--- src/hw/rtl/siamd_pkg.sv ---
// ----------------------------------------------------------------------------
// siamd_pkg
// Shared operation codes and pipeline control type for the signed ALU.
// ----------------------------------------------------------------------------
`timescale 1ns / 1ps
`default_nettype none

package siamd_pkg;

  typedef enum logic [3:0] {
    OP_ADD = 4'd0,
    OP_SUB = 4'd1,
    OP_NEG = 4'd2,
    OP_MUL = 4'd3,
    OP_DIV = 4'd4,
    OP_MOD = 4'd5,
    OP_SHL = 4'd6,
    OP_SAR = 4'd7,
    OP_AND = 4'd8,
    OP_OR  = 4'd9,
    OP_XOR = 4'd10,
    OP_NOT = 4'd11,
    OP_CMP = 4'd12
  } op_t;

  typedef struct packed {
    logic valid;
    op_t  op;
    logic less;
    logic equal;
    logic div_zero;
    logic neg_a;
    logic neg_b;
  } ctl_t;

endpackage

`default_nettype wire

--- src/hw/rtl/siamd_div_stage.sv ---
// ----------------------------------------------------------------------------
// siamd_div_stage
// One restoring division step per stage, carrying the other lanes along.
// ----------------------------------------------------------------------------
`timescale 1ns / 1ps
`default_nettype none

module siamd_div_stage #(
  parameter int WIDTH = 64,
  parameter int SIDE  = 64
) (
  input  wire logic              clk,
  input  wire logic              rst,
  input  wire siamd_pkg::ctl_t   ctl_in,
  input  wire logic [WIDTH-1:0]  rem_in,
  input  wire logic [WIDTH-1:0]  quo_in,
  input  wire logic [WIDTH-1:0]  dsr_in,
  input  wire logic [SIDE-1:0]   side_in,
  output siamd_pkg::ctl_t        ctl_out,
  output logic      [WIDTH-1:0]  rem_out,
  output logic      [WIDTH-1:0]  quo_out,
  output logic      [WIDTH-1:0]  dsr_out,
  output logic      [SIDE-1:0]   side_out
);

  logic [WIDTH:0] shifted;
  logic [WIDTH:0] diff;
  logic           fits;

  assign shifted = {rem_in, quo_in[WIDTH-1]};
  assign diff    = shifted - {1'b0, dsr_in};
  assign fits    = !diff[WIDTH];

  always_ff @(posedge clk) begin
    if (rst) begin
      ctl_out.valid <= 1'b0;
    end else begin
      ctl_out.valid <= ctl_in.valid;
    end
    ctl_out.op       <= ctl_in.op;
    ctl_out.less     <= ctl_in.less;
    ctl_out.equal    <= ctl_in.equal;
    ctl_out.div_zero <= ctl_in.div_zero;
    ctl_out.neg_a    <= ctl_in.neg_a;
    ctl_out.neg_b    <= ctl_in.neg_b;
    rem_out          <= fits ? diff[WIDTH-1:0] : shifted[WIDTH-1:0];
    quo_out          <= {quo_in[WIDTH-2:0], fits};
    dsr_out          <= dsr_in;
    side_out         <= side_in;
  end

endmodule

`default_nettype wire

--- config.mk ---
export PLATFORM = sky130hd
export DESIGN_NAME = siamd_div_stage
export DESIGN_NICKNAME = d
export VERILOG_FILES = /design/src/hw/rtl/siamd_pkg.sv /design/src/hw/rtl/siamd_div_stage.sv
export SDC_FILE = /design/constraint.sdc
export NUM_CORES = 1
export LEC_CHECK = 0
export BUFFER_PORTS_ARGS = -buffer_cell sky130_fd_sc_hd__buf_2
export CAP_MARGIN = 0
export CORE_AREA = 2 2 205 207
export CTS_CLUSTER_DIAMETER = 200
export DETAILED_ROUTE_END_ITERATION = 10
export DIE_AREA = 0 0 207 209
export PLACE_DENSITY = 0.57
export SKIP_CTS_REPAIR_TIMING = 1
export SYNTH_ARGS = -nofsm -noshare
export SYNTH_HDL_FRONTEND = slang
export SYNTH_SLANG_ARGS = --single-unit
--- constraint.sdc ---
create_clock -name clk -period 5.1 [get_ports clk]
set_clock_uncertainty 0.1 [all_clocks]
set_input_delay 0.255 -clock clk [delete_from_list [all_inputs] [get_ports clk]]
set_output_delay 0.255 -clock clk [all_outputs]
set_load 0.05 [all_outputs]
==> metrics.cfg, run 1 <==
[floorplanning]
placementRows = 75
fp.dieH_um = 209
io_pins = 534
initial_core_util_pct = 25.12
dieArea_mm2 = 0.04326
core_mm2 = 0.04129
die_x_um = 207

[timing]
max_freq_ghz = 0.2429
setup_viol = 0
finalSetupTns_ps = 0
rsz0062_at_grt = false
period_share_pct = 80.72
hold_viol_final = 0
slew_violations = 0
fin_crit_ps = 4117
worst_pin_slew_ps = 804.3
slew_headroom_pct = 45.68

[synthesis]
netlist_area_mm2 = 0.01037
syn_nets = 1342
synth_most_common_cell = dfxtp_1
netlist.top_cell.by_area = dfxtp_1
yosys-top-cells-area = dfxtp_1 (51%), ha_1 (7.7%), mux2_1 (5.2%)
synth_edf_count = 0
ys_warn_count = 0
synth_top_area_share_pct = 51.35
synth_ff_type = dfxtp_1
avgSynthCellArea_um2 = 10.28
seq_area_frac_synth_pct = 51.35
synth_cells = 1009
synth_cell_type_count = 71
synthTopCellsByCount = dfxtp_1 (266), inv_1 (87), a21oi_1 (78)
synth_seq_cells = 266
synthArstFlopShare_pct = 0

[layout]
stdcell_area_mm2 = 0.01735
area_delta_synth_final_pct = 67.27
nets = 2144
drive_gt1_share_pct = 33.21

[hold_path]
min_path_cells = 5
hp-class = in2reg

[clock_network]
htree_levels = 1
cts_tree = done
cts_buffer_depth = 3
cts_sinks = 266
numCtsBuffers = 29
root_buffer = clkbuf_16
clk_pin_slew_ps = 60

[detailed_routing]
vias_per_cell = 4.450
final_antenna_net_count = 0
routedWlPerCell_um = 17.20
num_vias = 10578
dr.pass1.iters = 4
postRouteWirelength_um = 40900
drt_iter0_drc = 490
drcViolationCount = 0

[setup_path]
critical_path.cell_chain = dlygate4sd3_1 -> buf_2 -> ha_1 -> nand4_1 -> nor4b_2 -> nand4_1 -> o22a_1 -> a21oi_1 -> o21ai_1 -> and2_1 -> o211a_2 -> inv_2 -> buf_4 -> mux2_1
critPathKind = in2reg
worst_setup_path_start_kind = input pin
slowest_delay_ps = 540
critPathMaxFanout = 34
worst_setup_path_end_kind = flip-flop
critPathRequiredTime_ps = 5440
cp_common_cell = nand4_1
cp_slowest_cell = dlygate4sd3_1
arrival_ps = 4460

[grt]
grt_max_degree = 35
overflow = 0
antenna_found_initial = 4
grt_pass1_wl_um = 53500
track_usage_pct = 15.71
grt_pass1_vias = 9349

[placed_design]
place_area_mm2 = 0.01361
hpwl_um = 30080
io_buffer_count = 533
place_congestion = 0.8126

[power_and_ir_drop]
p_leak_nw = 8.412
p_total_mw = 6.677
powerDensity_mw_per_mm2 = 385.0
vdd_ir_drop_max_v = 0.0003257

[flow_run]
cap_viol_max_count = 0

[outcome]
status = completed

==> cells in the final DEF, fill, tap and decap left out, types with 6 or more instances in the layout <==
cell type,instances
mux2i_1,6
xnor2_1,34
inv_1,87
ha_1,64
a31oi_1,8
o21a_1,6
clkbuf_16,29
nor2b_1,12
o21ai_0,19
nand2_1,62
clkinv_2,8
bufinv_16,6
nor3_1,8
mux2_2,8
a21oi_1,78
mux2_1,48
a21o_1,32
nor2_1,42
xor2_1,23
nand2b_1,8
o21ai_1,17
and3_1,9
o21bai_1,15
nand4_1,22
nand3_1,10
buf_2,533
dlygate4sd3_1,266
dfxtp_1,266
==> final cells by class <==
| cell class | count | area, um^2 |
|---|---|---|
| multi-input combinational | 622 | 4579 |
| inverter | 88 | 330.3 |
| fill | 3931 | 23940 |
| tap | 539 | 674.4 |
| clock inverter | 20 | 284.0 |
| timing repair buffer | 804 | 5368 |
| sequential | 266 | 5325 |
| antenna | 4 | 10.01 |
| clock buffer | 34 | 774.5 |
==> per-stage QoR <==
step | hold slack [ps] | utilization [%] | cells | worst slack (ps)
finish | 144.2 | 42.01 | 2377 | 983.1
global route | 154.7 | 42.01 | 2377 | 732.7
CTS | -353.6 | 35.54 | 2107 | 1523
detailed placement | 258.6 | 32.97 | 2053 | 934.4
global placement | 258.0 | 32.97 | 2053 | 986.0
floorplan | 182.7 | - | 1009 | 1867
==> final timing paths <==
kind / end / start
max: rem_out[33] / rem_in[26]
min: rem_out[62] / rem_in[63]
==> routing by layer <==
metal	routed length, um	track usage, %	vias up	part of all wire (%)
met3	2273	3.802	81	5.6
li1	-	-	5122	-
met4	1120	4.286	0	2.7
met2	20640	27.38	391	50
met1	16860	19.30	4984	41
met5	0	0	-	0
==> critical path: cells and delay by family <==
kind                     cells  cell delay (ps)
AO/OA/AOI/OAI                4             1020
AND/OR/NAND/NOR              4             1070
buffers and inverters        4             1170
adder cells (fa/ha/maj)      1              490
multiplexers                 1              380
==> logic make-up after synthesis <==
family                   Yosys count  share of synthesized area, %
AO/OA/AOI/OAI                    236                         14.87
XOR/XNOR                          57                         4.814
adder cells (fa/ha/maj)           65                         7.915
buffers and inverters            121                         4.488
flip-flops                       266                         51.35
multiplexers                      63                         6.805
AND/OR/NAND/NOR                  201                         9.761
==> power breakdown <==
group | internal, mW | total, mW | switching (mW)
logic | 0.661 | 2.04 | 1.37
clock network | 1.40 | 2.29 | 0.888
registers | 2.29 | 2.35 | 0.0598
total | 4.36 | 6.68 | 2.32
==> sequential cells by signal (all words and copies together), names as in the netlist <==
register	cells
side_out	64
dsr_out	64
ctl_out	10
quo_out	64
rem_out	64
Note: power is estimated with default switching activity, not from simulation.
==> inputs of run 2 (changes only) <==
--- a/config.mk
+++ b/config.mk
@@ -11,7 +11,7 @@
 export CTS_CLUSTER_DIAMETER = 200
 export DETAILED_ROUTE_END_ITERATION = 10
 export DIE_AREA = 0 0 207 209
-export PLACE_DENSITY = 0.57
+export PLACE_DENSITY = 0.58
 export SKIP_CTS_REPAIR_TIMING = 1
 export SYNTH_ARGS = -nofsm -noshare
 export SYNTH_HDL_FRONTEND = slang
==> constraint.sdc (replaced) <==
create_clock -name clk -period 3.75 [get_ports clk]
set_clock_uncertainty 0.1 [all_clocks]
set_input_delay 0.1875 -clock clk [delete_from_list [all_inputs] [get_ports clk]]
set_output_delay 0.1875 -clock clk [all_outputs]
set_load 0.05 [all_outputs]
==> run 2 against run 1 <==
Against the previous run: the flow now finishes with violations (hold timing); total power up 34%; design area up 0.30%; routed wire length down 1.1%; setup slack worse by 810 ps; largest power group unchanged; combinational power up 38%; critical path type unchanged; critical endpoint is now rem_out[21]; non-clock buffer count up 16; utilization up 0.13 points; via count down 0.24%; die area unchanged.
==> metrics.cfg, run 2 (synthesized netlist as in run 1, its figures left out) <==
[floorplanning]
io_pins = 534  ; unchanged
placementRows = 75  ; unchanged
fp.dieH_um = 209  ; unchanged
die_x_um = 207  ; unchanged
initial_core_util_pct = 25.12  ; unchanged
dieArea_mm2 = 0.04326  ; unchanged
core_mm2 = 0.04129  ; unchanged

[timing]
period_share_pct = 95.42
whs_ps = -185.1  ; -329.3 ps
slew_headroom_pct = 65.09  ; +19 points
layout_setup_ws_ps = 171.6  ; -811.5 ps
hold_viol_final = 1  ; +1
worst_pin_slew_ps = 510.5  ; -293.8 ps
slew_violations = 0  ; unchanged
fin_crit_ps = 3578
setup_viol = 0  ; unchanged
max_freq_ghz = 0.2795

[detailed_routing]
vias_per_cell = 4.419  ; -0.70%
num_vias = 10553  ; -0.24%
postRouteWirelength_um = 40430  ; -1.1%
dr.pass1.iters = 5  ; +1
routedWlPerCell_um = 16.93  ; -1.6%
drt_iter0_drc = 515  ; +5.1%
drcViolationCount = 0  ; unchanged
final_antenna_net_count = 0  ; unchanged

[setup_path]
critPathKind = in2reg
arrival_ps = 3920  ; -540 ps
critPathTopFamily = buffers and inverters
worst_setup_path_end_kind = flip-flop
crit_buf_inv = 6  ; +2
cp.depth = 16  ; +2
cp-startpoint = dsr_in[25]
critical_path.cell_chain = dlygate4sd3_1 -> buf_2 -> inv_1 -> ha_1 -> nand4_1 -> nor4b_2 -> buf_4 -> nand2_1 -> and4_1 -> a21oi_1 -> o21ai_1 -> and2_1 -> o211a_2 -> inv_2 -> buf_12 -> mux2_1
slowest_delay_ps = 530  ; about the same
critPathCapture = rem_out[21]
critPathRequiredTime_ps = 4090  ; -1350 ps
worst_setup_path_start_kind = input pin
cp_slowest_cell = dlygate4sd3_1
critPathMaxFanout = 28  ; -18%

[outcome]
status = finished with violations
violations = hold timing

[power_and_ir_drop]
vdd_ir_drop_max_v = 0.0003867  ; +19%
powerDensity_mw_per_mm2 = 513.7  ; +33%
p_leak_nw = 8.442  ; +0.36%

[clock_network]
clk_pin_slew_ps = 60  ; about the same
root_buffer = clkbuf_16
cts_tree = done
numCtsBuffers = 28  ; -3.4%
htree_levels = 1  ; unchanged
cts_buffer_depth = 3  ; unchanged
cts_sinks = 266  ; unchanged

[layout]
final_util_pct = 42.14  ; +0.13 points
fillCellCount = 3938  ; +0.18%
final_common_cell = buf_2
nets = 2159  ; +0.70%
area_delta_synth_final_pct = 67.77
final_cell_mix = buf_2 (533), dfxtp_1 (266), dlygate4sd3_1 (265), inv_1 (87), a21oi_1 (78)
drive_gt1_share_pct = 33.64  ; +0.43 points

[grt]
grt_max_degree = 29  ; -17%
overflow = 0  ; unchanged
grt_pass1_vias = 9427  ; +0.83%
grt_pass1_wl_um = 53630  ; +0.24%
track_usage_pct = 15.67  ; -0.045 points
antenna_found_initial = 4  ; unchanged

[hold_path]
worstHoldStart = quo_in[63]
min_path_cells = 3  ; -2
hp-class = in2reg

[placed_design]
dp_slack_ps = 112.0  ; -822.4 ps
place_congestion = 0.8547  ; +5.2%
io_buffer_count = 533  ; unchanged
hpwl_um = 29700  ; -1.3%

[flow_run]
cap_viol_max_count = 0  ; unchanged

==> run 2: changes by cell type in the layout (fill, tap and decap cells not counted), sizes merged, moves of 2 or more <==
| cell | change |
|---|---|
| buf | +17 |
| bufinv | -2 |
| clkinv | -2 |
| clkinvlp | +2 |
| inv | -3 |
==> run 2: area by class of cell <==
cell class / count / area [um^2] / share of cell area (%)
Antenna cell: 3 / 7.507 / 0.04315
Clock buffer: 35 / 767.0 / 4.408
Clock inverter: 15 / 203.9 / 1.172
Inverter: 88 / 330.3 / 1.899
Multi-Input combinational cell: 622 / 4579 / 26.32
Sequential cell: 266 / 5325 / 30.61
Tap cell: 539 / 674.4 / 3.876
Timing Repair Buffer: 820 / 5510 / 31.67
==> run 2: worst min-delay path, stage by stage <==
cell and delay [ps]:
buf_2 100, inv_1 70, mux2i_1 70
==> run 2: worst min path at each step <==
stage | to | slack [ps]
global placement | quo_out[48] | 190
finish | rem_out[0] | -190
global route | rem_out[0] | -190
floorplan | ctl_out[0] | 120
detailed placement | side_out[7] | 190
CTS | ctl_out[4] | -420
==> run 2: metrics by stage <==
step | instance area, um^2 | TNS (ps) | instances | hold slack, ps | power [mW]
finish | 17400 | 0 | 2388 | -185.1 | 8.937
global route | 17400 | -101.0 | 2387 | -186.1 | 9.337
CTS | 14740 | 0 | 2120 | -417.6 | 8.782
detailed placement | 13770 | 0 | 2070 | 191.1 | 5.823
global placement | 13770 | 0 | 2070 | 190.4 | 5.810
floorplan | 10370 | 0 | 1009 | 115.2 | 5.058
==> run 2: report_power, final <==
part	switching (mW)	internal, mW
combinational	1.88	0.931
clock	1.20	1.73
sequential	0.0777	3.12
total	3.16	5.77
==> run 2: metal layers <==
layer	track usage, %	wire length (um)	vias to the layer above
met3	4.148	2527	62
met4	4.433	979	2
li1	-	-	5137
met2	26.26	19870	385
met1	19.80	17020	4967
met5	0	33	-
