**config.mk**
```make
export PLATFORM = sky130hd
export DESIGN_NAME = siamd_back
export DESIGN_NICKNAME = d
export VERILOG_FILES = /design/src/hw/rtl/siamd_pkg.sv /design/src/hw/rtl/siamd_back.sv
export SDC_FILE = /design/constraint.sdc
export NUM_CORES = 1
export LEC_CHECK = 0
export ABC_AREA = 0
export BUFFER_PORTS_ARGS = -buffer_cell sky130_fd_sc_hd__buf_2
export CORE_AREA = 5 5 142 144
export CTS_BUF_LIST = sky130_fd_sc_hd__clkbuf_4 sky130_fd_sc_hd__clkbuf_8
export CTS_CLUSTER_SIZE = 24
export DETAILED_ROUTE_END_ITERATION = 10
export DIE_AREA = 0 0 147 149
export GPL_TIMING_DRIVEN = 0
export PLACE_DENSITY = 0.72
export SETUP_SLACK_MARGIN = 0.5
export SYNTH_ARGS = -nofsm -noshare
export SYNTH_HDL_FRONTEND = slang
export SYNTH_SLANG_ARGS = --single-unit
```
**constraint.sdc**
```tcl
create_clock -name clk -period 5.7 [get_ports clk]
set_clock_uncertainty 0.05 [all_clocks]
set_input_delay 0.57 -clock clk [delete_from_list [all_inputs] [get_ports clk]]
set_output_delay 0.57 -clock clk [all_outputs]
set_load 0.005 [all_outputs]
```
**src/hw/rtl/siamd_pkg.sv**
```systemverilog
// ----------------------------------------------------------------------------
// siamd_pkg
// Shared operation codes and pipeline control type for the signed ALU.
// ----------------------------------------------------------------------------
`timescale 1ns / 1ps
`default_nettype none

package siamd_pkg;

  typedef enum logic [3:0] {
    OP_ADD = 4'd0,
    OP_SUB = 4'd1,
    OP_NEG = 4'd2,
    OP_MUL = 4'd3,
    OP_DIV = 4'd4,
    OP_MOD = 4'd5,
    OP_SHL = 4'd6,
    OP_SAR = 4'd7,
    OP_AND = 4'd8,
    OP_OR  = 4'd9,
    OP_XOR = 4'd10,
    OP_NOT = 4'd11,
    OP_CMP = 4'd12
  } op_t;

  typedef struct packed {
    logic valid;
    op_t  op;
    logic less;
    logic equal;
    logic div_zero;
    logic neg_a;
    logic neg_b;
  } ctl_t;

endpackage

`default_nettype wire

```
**src/hw/rtl/siamd_back.sv**
```systemverilog
// ----------------------------------------------------------------------------
// siamd_back
// Final stage: product sum, quotient and remainder signs, result select.
// ----------------------------------------------------------------------------
`timescale 1ns / 1ps
`default_nettype none

module siamd_back #(
  parameter int WIDTH = 64,
  parameter int LOW   = (WIDTH + 1) / 2
) (
  input  wire logic                  clk,
  input  wire logic                  rst,
  input  wire siamd_pkg::ctl_t       ctl,
  input  wire logic [WIDTH-1:0]      res,
  input  wire logic [WIDTH-1:0]      quo,
  input  wire logic [WIDTH-1:0]      rem,
  input  wire logic [WIDTH-1:0]      prod_lo,
  input  wire logic [WIDTH-LOW-1:0]  prod_cross,
  output logic                       done,
  output logic      [63:0]           result_value,
  output logic                       is_less,
  output logic                       is_equal,
  output logic                       divide_by_zero
);

  logic [WIDTH-1:0] sel;

  always_comb begin
    sel = res;
    case (ctl.op)
      siamd_pkg::OP_MUL: sel = prod_lo + {prod_cross, {LOW{1'b0}}};
      siamd_pkg::OP_DIV: sel = (ctl.neg_a ^ ctl.neg_b) ? ('0 - quo) : quo;
      siamd_pkg::OP_MOD: sel = ctl.neg_a ? ('0 - rem) : rem;
      default:           sel = res;
    endcase
    if (ctl.div_zero) begin
      sel = '0;
    end
  end

  always_ff @(posedge clk) begin
    if (rst) begin
      done <= 1'b0;
    end else begin
      done <= ctl.valid;
    end
    result_value   <= 64'($signed(sel));
    is_less        <= ctl.less;
    is_equal       <= ctl.equal;
    divide_by_zero <= ctl.div_zero;
  end

endmodule

`default_nettype wire

```
==> flow_summary_export.csv, run 1 <==
group,metric,value,unit
outcome,status,"finished clean",
setup_path,crit_type,"input port to flop",
global_route,grt_max_degree,13,
yosys,ys_async_sr_fraction,0,%
power_and_ir_drop,ir_drop,0.000100,V
setup_path,cpMaxStageDelayCell,"nor4_1",
die,core,18600,um^2
global_route,antenna_found_initial,13,
setup_path,cp_top_family,"simple AND/OR/NAND/NOR gates",
placed_design,dp_slack,1.49,ns
placed_design,gp_congestion,0.964,
yosys,synth_area,7640,um^2
clock_network,h-tree-depth,3,
setup_path,cp.required,5.89,ns
detailed_routing,ant_nets,0,
setup_path,crit_path_end_kind,"flop",
setup_path,cp_max_fo,7,
final_layout,layout_commonest_cell,"buf_2",
sta,fmax,0.252,GHz
yosys,yosys_warnings,0,
setup_path,cp-startpoint,"quo[6]",
clock_network,cts_buffers,9,
final_layout,layout.cells.most_common_list,"366 x buf_2, 107 x nand2_1, 97 x nor2_1",
yosys,ys_seq_elements,68,
sta,rsz0062_at_grt,"no",
clock_network,clk_pin_slew_worst_paths,0.09,ns
yosys,yosysUniqueCellTypes,66,
power_and_ir_drop,finalPower,1680,uW
yosys,syn_inst,1048,
yosys,synth_flop_cell,"dfxtp_1",
hold_path,hp-start,"ctl[3]",
yosys,yosysSeqAreaShare,17.8,%
yosys,synth_edf_count,0,
yosys,synth_fp_nets,1382,
setup_path,crit_top_cell,"nor4_1",
power_and_ir_drop,p_leak,0.00424,uW
final_layout,drive_gt1_share,28.2,%
yosys,synth_area_per_cell,7.29,um^2
run,cap_violations,0,
clock_network,cts_setup_buffers,0,
clock_network,cts_tree,"built",
sta,fin_tns_setup,0,ns
sta,hold_violations,0,
sta,slew_violations,0,
setup_path,startpoint_type,"input port",
detailed_routing,route.detailed.drc,0,
clock_network,root_buffer,"clkbuf_8",
placed_design,io_buffer_count,365,
sta,worst_pin_slew,1.10,ns
global_route,met2_usage,53.8,%
sta,final.period_utilization,69.7,%
die,dieArea,21900,um^2
die,die_height,149,um
setup_path,max_stage_delay,0.93,ns
power_and_ir_drop,powerDensity,168,nW/um^2
global_route,grt_pass1_vias,9901,
setup_path,crit_chain,"buf_2 -> nor4_1 -> nand3_1 -> nor4_1 -> nand2_1 -> o41ai_1 -> xnor2_1 -> a221oi_1 -> o22ai_1",
global_route,met3_usage,9.42,%
setup_path,critical_path_arrival,4.17,ns
clock_network,post_cts_resized,0,
final_layout,syn_to_final_growth,30.4,%
detailed_routing,vias,10257,
hold_path,hp-class,"input port to flop",
detailed_routing,wl_per_cell,23.4,um
sta,fin_crit,3.97,ns
detailed_routing,via_per_inst,6.13,
die,die_w,147,um
sta,setup_viol,0,
sta,maxSlewHeadroom,25.7,%
die,ioPinCount,368,
global_route,grt_use_total,33.9,%
clock_network,cts.sinks,68,
detailed_routing,wl,39200,um
final_layout,fillCellCount,1930,
detailed_routing,drtIter0Drc,1269,
global_route,grt_busiest_layer,"met2",
detailed_routing,dr.pass1.iters,5,
sta,layout_setup_ws,1.73,ns
clock_network,cts_hold_buf,0,
global_route,grt_pass1_wl,57800,um
placed_design,dp_hpwl,32300,um
global_route,overflow,0,
final_layout,final_nets,1758,
die,rows,50,
die,initial_core_util,41.1,%
global_route,grt.met1_usage,44.6,%
clock_network,clockBufferDepth,2,
setup_path,path_buf_inv,1,
[flip-flops by register name, summed over array words and instances, names as in the netlist]
register,flops
divide_by_zero,1
done,1
result_value,64
is_less,1
is_equal,1
[logic make-up (layout without fill, tap and decap cells)]
family,Yosys count,count (layout),share of synthesized area (%)
flip-flops,68,68,17.8
AND/OR/NAND/NOR,384,384,24.8
multiplexers,7,7,0.917
AO/OA/AOI/OAI,342,342,30.9
adder cells (fa/ha/maj),34,34,5.67
other,0,11,0
buffers and inverters,70,451,3.47
XOR/XNOR,143,143,16.4
[path summary, 6_finish.rpt]
path,to,cells past startpoint,slack [ns]
max,result_value[63]$_SDFF_PP0_,9,1.73
min,is_equal$_DFF_P_,1,0.23
[cell usage after synthesis (10+ instances only)]
library cell	instances	area (um^2)
a21o_1	11	82.6
nand4_1	14	87.6
a221oi_1	20	175
o31ai_1	24	180
nand3_1	19	95.1
xnor2_1	80	701
or4_1	19	143
and3_1	10	62.6
or3_1	16	100
a21oi_1	73	365
xor2_1	63	552
o22ai_1	12	75.1
clkbuf_1	48	180
dfxtp_1	68	1360
o41ai_1	21	184
o211ai_1	17	128
nor3_1	32	160
o21ai_0	51	255
a22oi_1	25	188
a31oi_1	14	87.6
nand2_1	107	402
nor2_1	97	364
inv_1	16	60.1
a211oi_1	18	135
ha_1	33	413
nor4_1	24	150
[routing by layer]
metal / vias up / wire [um]
met5: - / 39
met3: 80 / 4190
met2: 616 / 17800
met1: 4791 / 16100
met4: 6 / 1100
li1: 4764 / -
[power breakdown]
group | internal, uW | switching, uW
clock network | 168 | 226
logic | 316 | 447
registers | 511 | 8.84
total | 996 | 681
[final cells by class]
| type | instances | area, um^2 | share of cell area, % |
|---|---|---|---|
| antenna | 11 | 27.5 | 0.276 |
| inverter | 16 | 60.1 | 0.603 |
| tap | 234 | 293 | 2.94 |
| multi-input combinational | 910 | 6010 | 60.3 |
| clock inverter | 6 | 40.0 | 0.402 |
| clock buffer | 10 | 138 | 1.38 |
| timing repair buffer | 365 | 1830 | 18.3 |
| sequential | 68 | 1360 | 13.7 |
| buffer | 54 | 205 | 2.06 |
[stage by stage]
| stage | hold WS (ns) | cells | cell area [um^2] | util (%) |
|---|---|---|---|---|
| after floorplan | 0.548 | 1048 | 7640 | - |
| after global placement | 0.624 | 1647 | 9760 | 52.5 |
| after detailed placement | 0.624 | 1647 | 9760 | 52.5 |
| after CTS | 0.217 | 1663 | 9930 | 53.5 |
| after global routing | 0.213 | 1673 | 9960 | 53.6 |
| final | 0.227 | 1674 | 9960 | 53.6 |
No activity file was read; power rests on OpenSTA's default activity.
==> run 2: changes to the inputs <==
--- a/config.mk
+++ b/config.mk
@@ -7,13 +7,13 @@
 export LEC_CHECK = 0
 export ABC_AREA = 0
 export BUFFER_PORTS_ARGS = -buffer_cell sky130_fd_sc_hd__buf_2
-export CORE_AREA = 5 5 142 144
+export CORE_MARGIN = 5
+export CORE_UTILIZATION = 44
 export CTS_BUF_LIST = sky130_fd_sc_hd__clkbuf_4 sky130_fd_sc_hd__clkbuf_8
 export CTS_CLUSTER_SIZE = 24
 export DETAILED_ROUTE_END_ITERATION = 10
-export DIE_AREA = 0 0 147 149
 export GPL_TIMING_DRIVEN = 0
-export PLACE_DENSITY = 0.72
+export PLACE_DENSITY = 0.8
 export SETUP_SLACK_MARGIN = 0.5
 export SYNTH_ARGS = -nofsm -noshare
 export SYNTH_HDL_FRONTEND = slang
==> constraint.sdc (replaced) <==
create_clock -name clk -period 3.6 [get_ports clk]
set_clock_uncertainty 0.05 [all_clocks]
set_input_delay 0.36 -clock clk [delete_from_list [all_inputs] [get_ports clk]]
set_output_delay 0.36 -clock clk [all_outputs]
set_load 0.005 [all_outputs]
==> run 2 against run 1 <==
Against the previous run:
- cell count down 0.30%
- flip-flop and latch count unchanged
- clock power up 81%
==> flow_summary_export.csv, run 2 (synthesized netlist as in run 1, its figures left out) <==
group,metric,value,unit
setup_path,crit_type,"input port to flop",
die,rows,48,
sta,worst_pin_slew,1.01,ns
die,dieArea,20100,um^2
outcome,status,"finished clean",
global_route,grt_pass1_wl,58100,um
die,initial_core_util,44.5,%
sta,fin_tns_setup,0,ns
detailed_routing,route.detailed.drc,0,
sta,slew_violations,0,
die,die_w,142,um
run,cap_violations,0,
clock_network,h-tree-depth,3,
final_layout,regArea,1360,um^2
detailed_routing,vias,10539,
sta,maxSlewHeadroom,32.2,%
final_layout,top_register,"result_value",
setup_path,cp.required,3.80,ns
global_route,overflow,0,
die,ioPinCount,368,
detailed_routing,wl,40200,um
final_layout,final_nets,1768,
global_route,grt_use_total,37.6,%
placed_design,io_buffer_count,365,
placed_design,dp_cells,1638,
final_layout,largest_reg_flops,64,
sta,fin_crit,3.13,ns
clock_network,cts_tree,"built",
power_and_ir_drop,p_leak,0.00443,uW
global_route,grt_max_degree,15,
global_route,grt_pass1_vias,9857,
final_layout,syn_to_final_growth,35.5,%
setup_path,cp_max_fo,3,
final_layout,fin_area,10300,um^2
placed_design,dpl_cell_area,9820,um^2
sta,layout_setup_ws,0.470,ns
detailed_routing,ant_nets,0,
power_and_ir_drop,ir_drop,0.000253,V
detailed_routing,via_per_inst,6.31,
final_layout,fillCellCount,1702,
detailed_routing,wl_per_cell,24.1,um
final_layout,layout_commonest_cell,"buf_2",
die,die_height,142,um
clock_network,clockBufferDepth,2,
setup_path,critical_path_arrival,3.33,ns
placed_design,dp_slack,-0.311,ns
sta,fmax,0.319,GHz
final_layout,multi_input_area,6270,um^2
detailed_routing,drtIter0Drc,1284,
sta,final.period_utilization,87.0,%
hold_path,min_to,"is_equal$_DFF_P_",
final_layout,instances_no_fill,1669,
setup_path,crit_path_end_kind,"flop",
hold_path,hp-start,"ctl[3]",
clock_network,cts_buffers,9,
hold_path,hp-class,"input port to flop",
final_layout,drive_gt1_share,31.3,%
placed_design,gp_congestion,1.01,
sta,setup_viol,0,
clock_network,clk_pin_slew_worst_paths,0.10,ns
sta,rsz0062_at_grt,"yes",
final_layout,layout.cells.most_common_list,"364 x buf_2, 106 x nand2_1, 97 x nor2_1",
power_and_ir_drop,powerDensity,271,nW/um^2
clock_network,root_buffer,"clkbuf_8",
sta,hold_violations,0,
placed_design,dp_hpwl,33100,um
detailed_routing,dr.pass1.iters,5,
die,core,17200,um^2
setup_path,startpoint_type,"input port",
clock_network,cts.sinks,68,
hold_path,hold_depth,1,
global_route,antenna_found_initial,10,
[run 2: timing repair]
action	4_1_cts	5_1_grt
pin swaps	6	14
gates resized for setup	18	30
hold endpoints to repair	0	0
endpoints found under the setup margin	18	14
hold buffers	0	0
buffers inserted	2	8
[run 2: how the worst max path moves through the flow]
stage,from,end,depth (start not counted)
3_3_place_gp,quo[6],result_value[52]$_SDFF_PP0_,10
5_1_grt,rem[38],result_value[59]$_SDFF_PP0_,9
4_1_cts,rem[22],result_value[59]$_SDFF_PP0_,8
2_1_floorplan,quo[23],result_value[62]$_SDFF_PP0_,9
3_5_place_dp,quo[6],result_value[52]$_SDFF_PP0_,10
6_report,rem[0],result_value[40]$_SDFF_PP0_,12
[run 2: layer usage]
layer,vias up,routed length (um),part of all wire [%],global-route usage (%)
met4,8,1200,3.0,11.5
met1,4940,16000,40,50.1
met5,-,47,0.12,0
met2,733,17800,44,58.6
met3,91,5190,13,11.2
li1,4767,-,-,-
[run 2: through the flow]
stage	hold WS [ns]	power [uW]	util, %
detailed placement	0.414	2030	57.2
CTS	0.00609	2750	59.1
floorplan	0.338	1500	-
global placement	0.412	2030	57.2
finish	0.0203	2810	60.2
global route	0.00611	2920	60.2
[run 2: cell type report]
type | count | area share [%]
multi-input cells | 910 | 60.6
repair buffers | 375 | 18.6
flip-flops and latches | 68 | 13.2
well taps | 225 | 2.72
plain buffers | 54 | 2.08
clock buffers | 9 | 1.20
clock inverters | 7 | 0.786
inverters | 16 | 0.750
diodes | 5 | 0.121
[run 2: worst max-delay path, cell delays in order]
cell and delay (ns):
buf_8 0.10, clkinv_4 0.04, ha_4 0.12, or4b_4 0.45
or4_4 0.55, or4b_4 0.59, buf_4 0.18, o21ai_0 0.19
xor2_1 0.25, o22ai_1 0.12, a221oi_2 0.28, nor2_1 0.09
[run 2: power by group]
part           internal, uW  switching (uW)
sequential              809            16.6
combinational           520             744
clock                   331             384
total                  1660            1140
